`src/rtl/tpi_pkg.sv`:
```
// Shared types and constants of the trapezoid position interpolator.
`timescale 1ns / 1ps
package tpi_pkg;

    localparam int DW  = 62;
    localparam int DVW = 17;
    localparam int RW  = 35;
    localparam int QW  = 31;

    localparam logic [2:0] PH_RAMP   = 3'd0;
    localparam logic [2:0] PH_CRUISE = 3'd1;
    localparam logic [2:0] PH_BRAKE  = 3'd2;
    localparam logic [2:0] PH_CRAWL  = 3'd3;
    localparam logic [2:0] PH_DONE   = 3'd4;

    localparam logic [1:0] REG_CRUISE = 2'd0;
    localparam logic [1:0] REG_ACCEL  = 2'd1;
    localparam logic [1:0] REG_DECEL  = 2'd2;

    typedef struct packed {
        logic            start;
        logic            is_sqrt;
        logic            wide;
        logic [DW-1:0]   operand;
        logic [DVW-1:0]  divisor;
    } dsu_req_t;

    typedef struct packed {
        logic            busy;
        logic            done;
        logic [DW-1:0]   result;
    } dsu_rsp_t;

    typedef struct packed {
        logic        hit;
        logic [15:0] speed;
    } appr_t;

    function automatic appr_t approach(logic [15:0] v, logic [15:0] goal, logic [14:0] step);
        logic [16:0] diff;
        logic [16:0] mag;
        appr_t       r;
        diff = {v[15], v} - {goal[15], goal};
        mag  = diff[16] ? 17'(-diff) : diff;
        if (mag <= {2'b00, step}) begin
            r.hit   = 1'b1;
            r.speed = goal;
        end else begin
            r.hit   = 1'b0;
            r.speed = diff[16] ? 16'(v + {1'b0, step}) : 16'(v - {1'b0, step});
        end
        return r;
    endfunction

endpackage

```
`src/rtl/tpi_divsqrt.sv`:
```
// Iterative radix-2 divider and digit-by-digit square root sharing one subtractor.
`timescale 1ns / 1ps
module tpi_divsqrt (
    input  logic             aclk,
    input  logic             aresetn,
    input  tpi_pkg::dsu_req_t req,
    output tpi_pkg::dsu_rsp_t rsp
);

    logic                      busy_reg, busy_next;
    logic                      done_reg, done_next;
    logic                      sq_reg, sq_next;
    logic [tpi_pkg::DW-1:0]    sh_reg, sh_next;
    logic [tpi_pkg::RW-1:0]    rem_reg, rem_next;
    logic [tpi_pkg::QW-1:0]    root_reg, root_next;
    logic [tpi_pkg::DVW-1:0]   dv_reg, dv_next;
    logic [5:0]                cnt_reg, cnt_next;

    logic [tpi_pkg::RW-1:0]    xin, yin;
    logic [tpi_pkg::RW:0]      diff;
    logic                      ge;

    always_comb begin
        if (sq_reg) begin
            xin = {rem_reg[tpi_pkg::RW-3:0], sh_reg[tpi_pkg::DW-1:tpi_pkg::DW-2]};
            yin = {2'b00, root_reg, 2'b01};
        end else begin
            xin = {{(tpi_pkg::RW-tpi_pkg::DVW-1){1'b0}}, rem_reg[tpi_pkg::DVW-1:0],
                   sh_reg[tpi_pkg::DW-1]};
            yin = {{(tpi_pkg::RW-tpi_pkg::DVW){1'b0}}, dv_reg};
        end
        diff = {1'b0, xin} - {1'b0, yin};
        ge   = ~diff[tpi_pkg::RW];
    end

    always_comb begin
        busy_next = busy_reg;
        done_next = 1'b0;
        sq_next   = sq_reg;
        sh_next   = sh_reg;
        rem_next  = rem_reg;
        root_next = root_reg;
        dv_next   = dv_reg;
        cnt_next  = cnt_reg;
        if (busy_reg) begin
            rem_next = ge ? diff[tpi_pkg::RW-1:0] : xin;
            if (sq_reg) begin
                sh_next   = {sh_reg[tpi_pkg::DW-3:0], 2'b00};
                root_next = {root_reg[tpi_pkg::QW-2:0], ge};
            end else begin
                sh_next = {sh_reg[tpi_pkg::DW-2:0], ge};
            end
            cnt_next = cnt_reg - 6'd1;
            if (cnt_reg == 6'd1) begin
                busy_next = 1'b0;
                done_next = 1'b1;
            end
        end else if (req.start) begin
            busy_next = 1'b1;
            sq_next   = req.is_sqrt;
            dv_next   = req.divisor;
            rem_next  = '0;
            root_next = '0;
            if (req.is_sqrt || req.wide) begin
                sh_next = req.operand;
            end else begin
                sh_next = {req.operand[tpi_pkg::QW-1:0], {(tpi_pkg::DW-tpi_pkg::QW){1'b0}}};
            end
            cnt_next = (req.wide && !req.is_sqrt) ? 6'(tpi_pkg::DW) : 6'(tpi_pkg::QW);
        end
    end

    always_ff @(posedge aclk) begin
        if (!aresetn) begin
            busy_reg <= 1'b0;
            done_reg <= 1'b0;
            cnt_reg  <= '0;
        end else begin
            busy_reg <= busy_next;
            done_reg <= done_next;
            cnt_reg  <= cnt_next;
        end
        sq_reg   <= sq_next;
        sh_reg   <= sh_next;
        rem_reg  <= rem_next;
        root_reg <= root_next;
        dv_reg   <= dv_next;
    end

    assign rsp.busy   = busy_reg;
    assign rsp.done   = done_reg;
    assign rsp.result = sq_reg ? {{(tpi_pkg::DW-tpi_pkg::QW){1'b0}}, root_reg} : sh_reg;

endmodule

```
`config.mk`:
```
export PLATFORM = sky130hd
export DESIGN_NAME = tpi_divsqrt
export DESIGN_NICKNAME = d
export VERILOG_FILES = /design/src/rtl/tpi_pkg.sv /design/src/rtl/tpi_divsqrt.sv
export SDC_FILE = /design/constraint.sdc
export NUM_CORES = 1
export LEC_CHECK = 0
export BUFFER_PORTS_ARGS = -buffer_cell sky130_fd_sc_hd__buf_2
export CORE_ASPECT_RATIO = 1.5
export CORE_MARGIN = 3
export CORE_UTILIZATION = 63
export DETAILED_ROUTE_END_ITERATION = 16
export PLACE_DENSITY = 0.87
export SYNTH_ARGS = -nofsm -noshare
export SYNTH_HDL_FRONTEND = slang
export SYNTH_SLANG_ARGS = --single-unit
```
`constraint.sdc`:
```
create_clock -name aclk -period 9.7 [get_ports aclk]
set_input_delay 0.485 -clock aclk [delete_from_list [all_inputs] [get_ports aclk]]
set_output_delay 0.485 -clock aclk [all_outputs]
set_load 0.03 [all_outputs]
```
==> results by group, run 1 <==
Power
  – Internal: 1.50 mW
  – Switching Share: 34.5%
  – Sequential power share: 37.9%
  – Leak pwr: 4.85 nW
  – Switching Power: 0.789 mW
  – Total power: 2.29 mW
  – Cell area power density: 203 mW/mm2
  – Clk network pwr share: around 29%
  – Peak supply drop: roughly 0.00013 V
  – Combinational power share: 33.3%

Setup path
  – CP max FO: around 70
  – Startpoint Class: flop
  – Critical path capture point type: flop
  – Slowest cell on crit path: a221o_1
  – Critical path buffers and inverters: 2
  – Worst path arrival time: around 4.6 ns
  – Delay-heaviest family, CP: compound AO/OA/AOI/OAI gates
  – Critical Path, Cell by Cell: buf_4 -> mux2_2 -> ha_1 -> nand2_1 -> o31ai_1 -> nor3_1 -> a21oi_2 -> a22oi_4 -> a21oi_4 -> a221o_1 -> buf_4 -> nand2_1 -> and3_1
  – Critical Path RT: 9.89 ns
  – CP max stage delay: 0.63 ns
  – Kind of critical path: reg2reg
  – Flop2flop setup slack: 5.27 ns

STA
  – Final setup vio count: 0
  – Max Clock Freq: between 200 and 250 MHz
  – Hold Slack: 0.225 ns
  – Slew Viols, Final: 0
  – RSZ-0062 raised after global routing: false
  – Period minus WS final: around 4.4 ns
  – Post-Route Skew: 0.00712 ns
  – Final hold violation count: 0
  – Worst slew pin tran: 0.939 ns
  – Worst rel slew slack: 37.4%
  – Final period util: 45.7%
  – Final setup margin: about 5.3 ns
  – Setup TNS: 0 ns

Synth
  – Dominant cell type by area after synthesis: edfxtp_1
  – Mapped Cells: between 1k and 1.5k
  – Top cells by area, synth: edfxtp_1 (44%), a21oi_1 (6.2%), nand2_1 (5.9%)
  – YS warnings: 0
  – Compound-Gate Fraction of Synth Area: between 10% and 20%
  – Syn Nets: around 1.1k
  – Adder-Cell Fraction of Synth Area: under 10%
  – Synth cell count leaders: nand2_1 (155), edfxtp_1 (144), a21oi_1 (122)
  – Main combinational cell family by area after synthesis: simple AND/OR/NAND/NOR gates
  – Yosys cell types: between 60 and 70
  – Sequential area share after synthesis: 45.5%
  – Mux share of post-synthesis cell area: under 10%
  – Seq cells post-synth: ~150
  – Post-synthesis xor/xnor area fraction: 2.31%
  – Syn_area_per_cell: 9.77 um2
  – Top_reg_cell synth: edfxtp_1
  – Post-synth top area share: 43.8%
  – Post-synthesis simple-gate area fraction: 17.8%
  – Number of synthesized flops with an enable pin: ~140
  – Most frequent cell after synthesis: nand2_1
  – Post-Syn Area: a little under 0.01 mm2
  – Async S/R FF share, synth: 0%

Die
  – Die W: 108 um
  – Starting density of the core: 64.9%
  – Die footprint: 0.0172 mm2
  – FP Rows: 55
  – Top Ports: 148
  – Core area: 0.0152 mm2
  – Die H: 159 um

Global route
  – Initial antenna violation count: 0
  – Largest net degree at the start of global routing: a little over 90
  – First-pass GRT wire length: 39.4 mm
  – Vias in the first global route: 7986
  – Total grt overflow: 0
  – Tot GR Track Use: around 29%

Min path
  – HP Class: in2reg

Run status
  – Status: finished clean

Detailed routing
  – Drt drc: 0
  – DR pass1 iterations: 5
  – Antenna viol nets, final: 0
  – WL per Instance: 18.3 um
  – Vias per cell: 6.11
  – Via count: between 8k and 9k
  – Detailed Route WL: 24.4 mm
  – Iteration-0 DRC Markers: 581

Clock tree
  – Root Buffer: clkbuf_16
  – Setup repair bufs after CTS: 0
  – Clk_lat worst skew: between 0.4 and 0.5 ns
  – Clk sinks: 152
  – Number of H-tree levels: 4
  – Hold_buf cts: 0
  – Clk pin slew, worst setup/hold paths: 0.06 ns
  – Cts repair resizes: 0
  – Clock Path Buffers: 2
  – TritonCTS clock tree: yes
  – Total CTS buffers: 17

Place
  – Placer Congestion: 0.876
  – Dpl ws: about 5.4 ns
  – DP Wirelength: 17.0 mm
  – Port-buffer cells: 147

Finish
  – Max reg flops: 62
  – Util after Layout: 73.9%
  – Ant diodes: 0
  – Area growth syn-to-layout: 14.0%
  – Fraction of layout instances using a drive strength above 1: 25.0%
  – Nets: around 1.2k

Job
  – Max-cap viol count: 0
[worst paths after layout]
check | start | end | cells after the start
worst min-delay path | req[9] | dv_reg[9] | 1
worst max-delay path | sq_reg | rem_reg[0] | 13
worst max register to register | sq_reg | rem_reg[0] | 13
worst min register to register | cnt_reg[5] | done_reg | 1
[kinds of logic (layout without fill, tap and decap cells)]
group	after synthesis	after routing
AND/OR/NAND/NOR	364	364
AO/OA/AOI/OAI	256	256
flip-flops	152	152
buffers and inverters	97	221
multiplexers	79	79
adder cells (fa/ha/maj)	36	36
XOR/XNOR	26	26
[stage by stage]
step / cells / instance area, um2
after floorplan: 1010 / 9860
after global placement: 1301 / 10600
final: 1333 / 11200
after CTS: 1333 / 11200
after global routing: 1333 / 11200
after detailed placement: 1301 / 10600
[power groups by stage]
stage               registers [mW]  logic (mW)  clock network [mW]
finish                       0.867       0.761               0.658
global route                 0.876       0.829               0.690
CTS                          0.866       0.750               0.661
detailed placement           0.878       0.741                   0
global placement             0.876       0.725                   0
floorplan                    0.860       0.591                   0
[layer usage]
layer / routed length, um / global-route usage (%)
met1: 9230 / 35.6
met2: 12400 / 48.1
met3: 1790 / 6.21
met4: 937 / 13.7
met5: 0 / 0
[cell usage in the layout, fill, tap and decap left out, types with 5 or more instances in the layout]
cell / count
inv_1: 28
xnor2_1: 15
mux2i_1: 47
mux2_2: 32
or3_1: 5
ha_1: 35
nor2_1: 53
and3_1: 34
buf_4: 12
nor2b_1: 33
dfxtp_1: 7
a21o_1: 13
nand3_1: 10
edfxtp_1: 144
nor3_1: 5
nand2_1: 155
xor2_1: 11
buf_2: 147
and2_1: 47
o21ai_0: 36
o211ai_1: 5
clkbuf_16: 19
a21oi_1: 122
a31o_2: 29
nand2b_1: 5
o21bai_1: 6
[layout make-up]
type                       count  area (um2)
clock inverter                10        76.3
sequential                   152        4490
fill                        1044        3970
multi-input combinational    761        4970
timing repair buffer         159         826
inverter                      30         115
clock buffer                  22         517
tap                          199         249
No activity file was read; power rests on OpenSTA's default activity.
==> inputs of run 2 (changes only) <==
--- a/config.mk
+++ b/config.mk
@@ -5,12 +5,13 @@
 export SDC_FILE = /design/constraint.sdc
 export NUM_CORES = 1
 export LEC_CHECK = 0
+export ABC_AREA = 1
 export BUFFER_PORTS_ARGS = -buffer_cell sky130_fd_sc_hd__buf_2
 export CORE_ASPECT_RATIO = 1.5
 export CORE_MARGIN = 3
-export CORE_UTILIZATION = 63
+export CORE_UTILIZATION = 59
 export DETAILED_ROUTE_END_ITERATION = 16
-export PLACE_DENSITY = 0.87
+export PLACE_DENSITY = 0.82
 export SYNTH_ARGS = -nofsm -noshare
 export SYNTH_HDL_FRONTEND = slang
 export SYNTH_SLANG_ARGS = --single-unit
==> constraint.sdc (replaced) <==
create_clock -name aclk -period 4.4 [get_ports aclk]
set_input_delay 0.22 -clock aclk [delete_from_list [all_inputs] [get_ports aclk]]
set_output_delay 0.22 -clock aclk [all_outputs]
set_load 0.03 [all_outputs]
==> results by group, run 2 <==
STA
  – Max Clock Freq: 280 MHz
  – Final period util: 81.3%
  – Period minus WS final: approximately 3.6 ns
  – Final setup vio count: 0
  – RSZ-0062 raised after global routing: false
  – Final hold violation count: 0
  – Slew Viols, Final: 0
  – Worst rel slew slack: between 20 and 30%
  – Setup TNS: 0 ns
  – Post-Route Skew: 0.0179 ns
  – Hold Slack: 0.0127 ns
  – Worst slew pin tran: 1.09 ns

Synth
  – Post-Syn Area: 0.0107 mm2
  – Number of synthesized flops with an enable pin: around 140
  – Top_reg_cell synth: edfxtp_1
  – Syn Nets: 1624
  – Seq cells post-synth: 152
  – Synth cell count leaders: nand2_1 (547), inv_1 (282), edfxtp_1 (144)
  – Dominant cell type by area after synthesis: edfxtp_1
  – YS warnings: 0
  – Mapped Cells: 1504
  – Most frequent cell after synthesis: nand2_1
  – Sequential area share after synthesis: 41.8%
  – Top cells by area, synth: edfxtp_1 (40%), nand2_1 (19%), inv_1 (9.9%)
  – Syn_area_per_cell: 7.13 um2
  – Post-synth top area share: 40.3%
  – Yosys cell types: 43
  – Async S/R FF share, synth: 0%

Job
  – Max-cap viol count: 0

Finish
  – Register area: 0.00449 mm2
  – Nets: 1754
  – Max reg flops: 62
  – Ant diodes: 0
  – Util after Layout: 70.2%
  – Fraction of layout instances using a drive strength above 1: between 10% and 20%
  – Area growth syn-to-layout: 14.9%
  – Final instance area: 0.0123 mm2
  – Commonest cells after routing, fill and taps aside: nand2_1 (547), inv_1 (280), buf_2 (147)
  – Multi-input gate area: 0.00490 mm2
  – Layout filler cell count: around 1.5k
  – Commonest non-fill, non-tap cell in the layout: nand2_1

Power
  – Sequential power share: between 30% and 40%
  – Leak pwr: 6.68 nW
  – Peak supply drop: 0.000283 V
  – Total power: 5.49 mW
  – Combinational power share: 36.4%
  – Switching Share: between 30% and 40%
  – Clk network pwr share: 28.4%
  – Internal: around 3.4 mW
  – Switching Power: about 2.1 mW
  – Cell area power density: around 450 mW/mm2

Detailed routing
  – Drt drc: 0
  – WL per Instance: between 15 and 20 um
  – Detailed Route WL: 32.0 mm
  – Met2 wire len: 15.8 mm
  – DR pass1 iterations: 6
  – Via count: 10.5k
  – DRT met1 WL: 12.1 mm
  – Met3 routed WL: 2.67 mm
  – Vias per cell: 5.63
  – Iteration-0 DRC Markers: 1089
  – Max Used Layer: met4
  – Antenna viol nets, final: 0

Global route
  – Initial antenna violation count: 0
  – First-pass GRT wire length: 50.9 mm
  – Largest net degree at the start of global routing: 71
  – Total grt overflow: 0
  – Tot GR Track Use: 32.8%
  – Vias in the first global route: 10.1k

Setup path
  – Top cell by count, worst path: nand2_1
  – Worst path arrival time: 3.76 ns
  – Critical Path RT: 4.58 ns
  – Kind of critical path: reg2reg
  – Slowest cell on crit path: inv_2
  – Startpoint Class: flop
  – Critical Path, Cell by Cell: inv_2 -> or2_2 -> o21ai_0 -> inv_1 -> ha_1 -> nand2_1 -> inv_1 -> nand2_1 -> nand2_1 -> inv_1 -> nand2_1 -> nand2_1 -> nand3_2 -> nand2_4 -> nand2_4 -> nand2_2 -> nand2_1 -> nand2_1 -> inv_1
  – CP max stage delay: between 0.5 and 0.6 ns
  – Critical path capture point type: flop
  – CP max FO: 47
  – FF-to-FF path depth: 19

Clock tree
  – Total CTS buffers: 17
  – Clk sinks: ~150
  – Number of H-tree levels: 4
  – TritonCTS clock tree: yes
  – Clock Path Buffers: 2
  – Clk_lat worst skew: 0.43 ns
  – Hold_buf cts: 15
  – Root Buffer: clkbuf_16
  – Cts repair resizes: 0
  – Setup repair bufs after CTS: 0
  – Clk pin slew, worst setup/hold paths: 0.07 ns

Die
  – Die footprint: 0.0199 mm2
  – Core area: 0.0176 mm2
  – Top Ports: 148
  – FP Rows: 59
  – Die W: 116 um
  – Starting density of the core: 61.1%
  – Die H: 171 um

Place
  – Area of placed instances: 0.0116 mm2
  – DP Wirelength: 23.4 mm
  – Placer Congestion: ~1.0
  – Port-buffer cells: approximately 150

Min path
  – HP Class: in2reg
  – Worst hold path cell count: 1

Run status
  – Status: finished clean
## run 2: area by class of cell
type                       count  share of cell area, %
multi-input combinational   1005                   39.7
sequential                   152                   36.4
inverter                     286                   8.74
timing repair buffer         172                   8.00
clock buffer                  19                   3.59
tap                          213                   2.16
clock inverter                13                   1.38
## run 2: path summary, 6_finish.rpt
| check | startpoint | to | slack [ns] |
|---|---|---|---|
| hold reg to reg | cnt_reg[4] | cnt_reg[4] | 0.49 |
| setup / recovery | sq_reg | rem_reg[25] | 0.82 |
| hold / removal | req[80] | sq_reg | 0.01 |
| setup reg to reg | sq_reg | rem_reg[25] | 0.82 |
## run 2: logic make-up (layout without fill, tap and decap cells)
logic type / Yosys count / in the layout / synth area share, %
buffers and inverters: 347 / 490 / 12.6
flip-flops: 152 / 152 / 41.8
AND/OR/NAND/NOR: 764 / 764 / 29.1
XOR/XNOR: 16 / 16 / 1.31
adder cells (fa/ha/maj): 36 / 36 / 4.27
AO/OA/AOI/OAI: 189 / 189 / 11.0
## run 2: per-stage QoR
stage / setup WS, ns / cells
3_5_place_dp: 0.920 / 1813
4_1_cts: 0.873 / 1860
2_1_floorplan: 1.17 / 1504
5_1_grt: 0.464 / 1860
6_report: 0.824 / 1860
3_3_place_gp: 0.993 / 1813
## run 2: power groups by stage
stage / Clock, mW / Sequential (mW) / Combinational, mW
after floorplan: 0 / 1.91 / 1.46
after global placement: 0 / 1.95 / 1.92
after detailed placement: 0 / 1.95 / 1.94
after CTS: 1.55 / 1.93 / 1.97
after global routing: 1.61 / 1.95 / 2.22
final: 1.56 / 1.93 / 2.00
## run 2: critical path, delay by kind of cell (launching register included)
kind / cells / cell delay, ns
AOI/OAI and AO/OA: 1 / 0.14
adders and majority gates: 1 / 0.28
DFF: 1 / 0.44
and+or+nand+nor: 12 / 1.64
buffers and inverters: 5 / 0.83
## run 2: metal layers
metal,track usage [%],up-vias
met2,56.2,589
met5,0,-
met4,13.5,0
met1,41.4,4772
met3,4.60,96
li1,-,5020
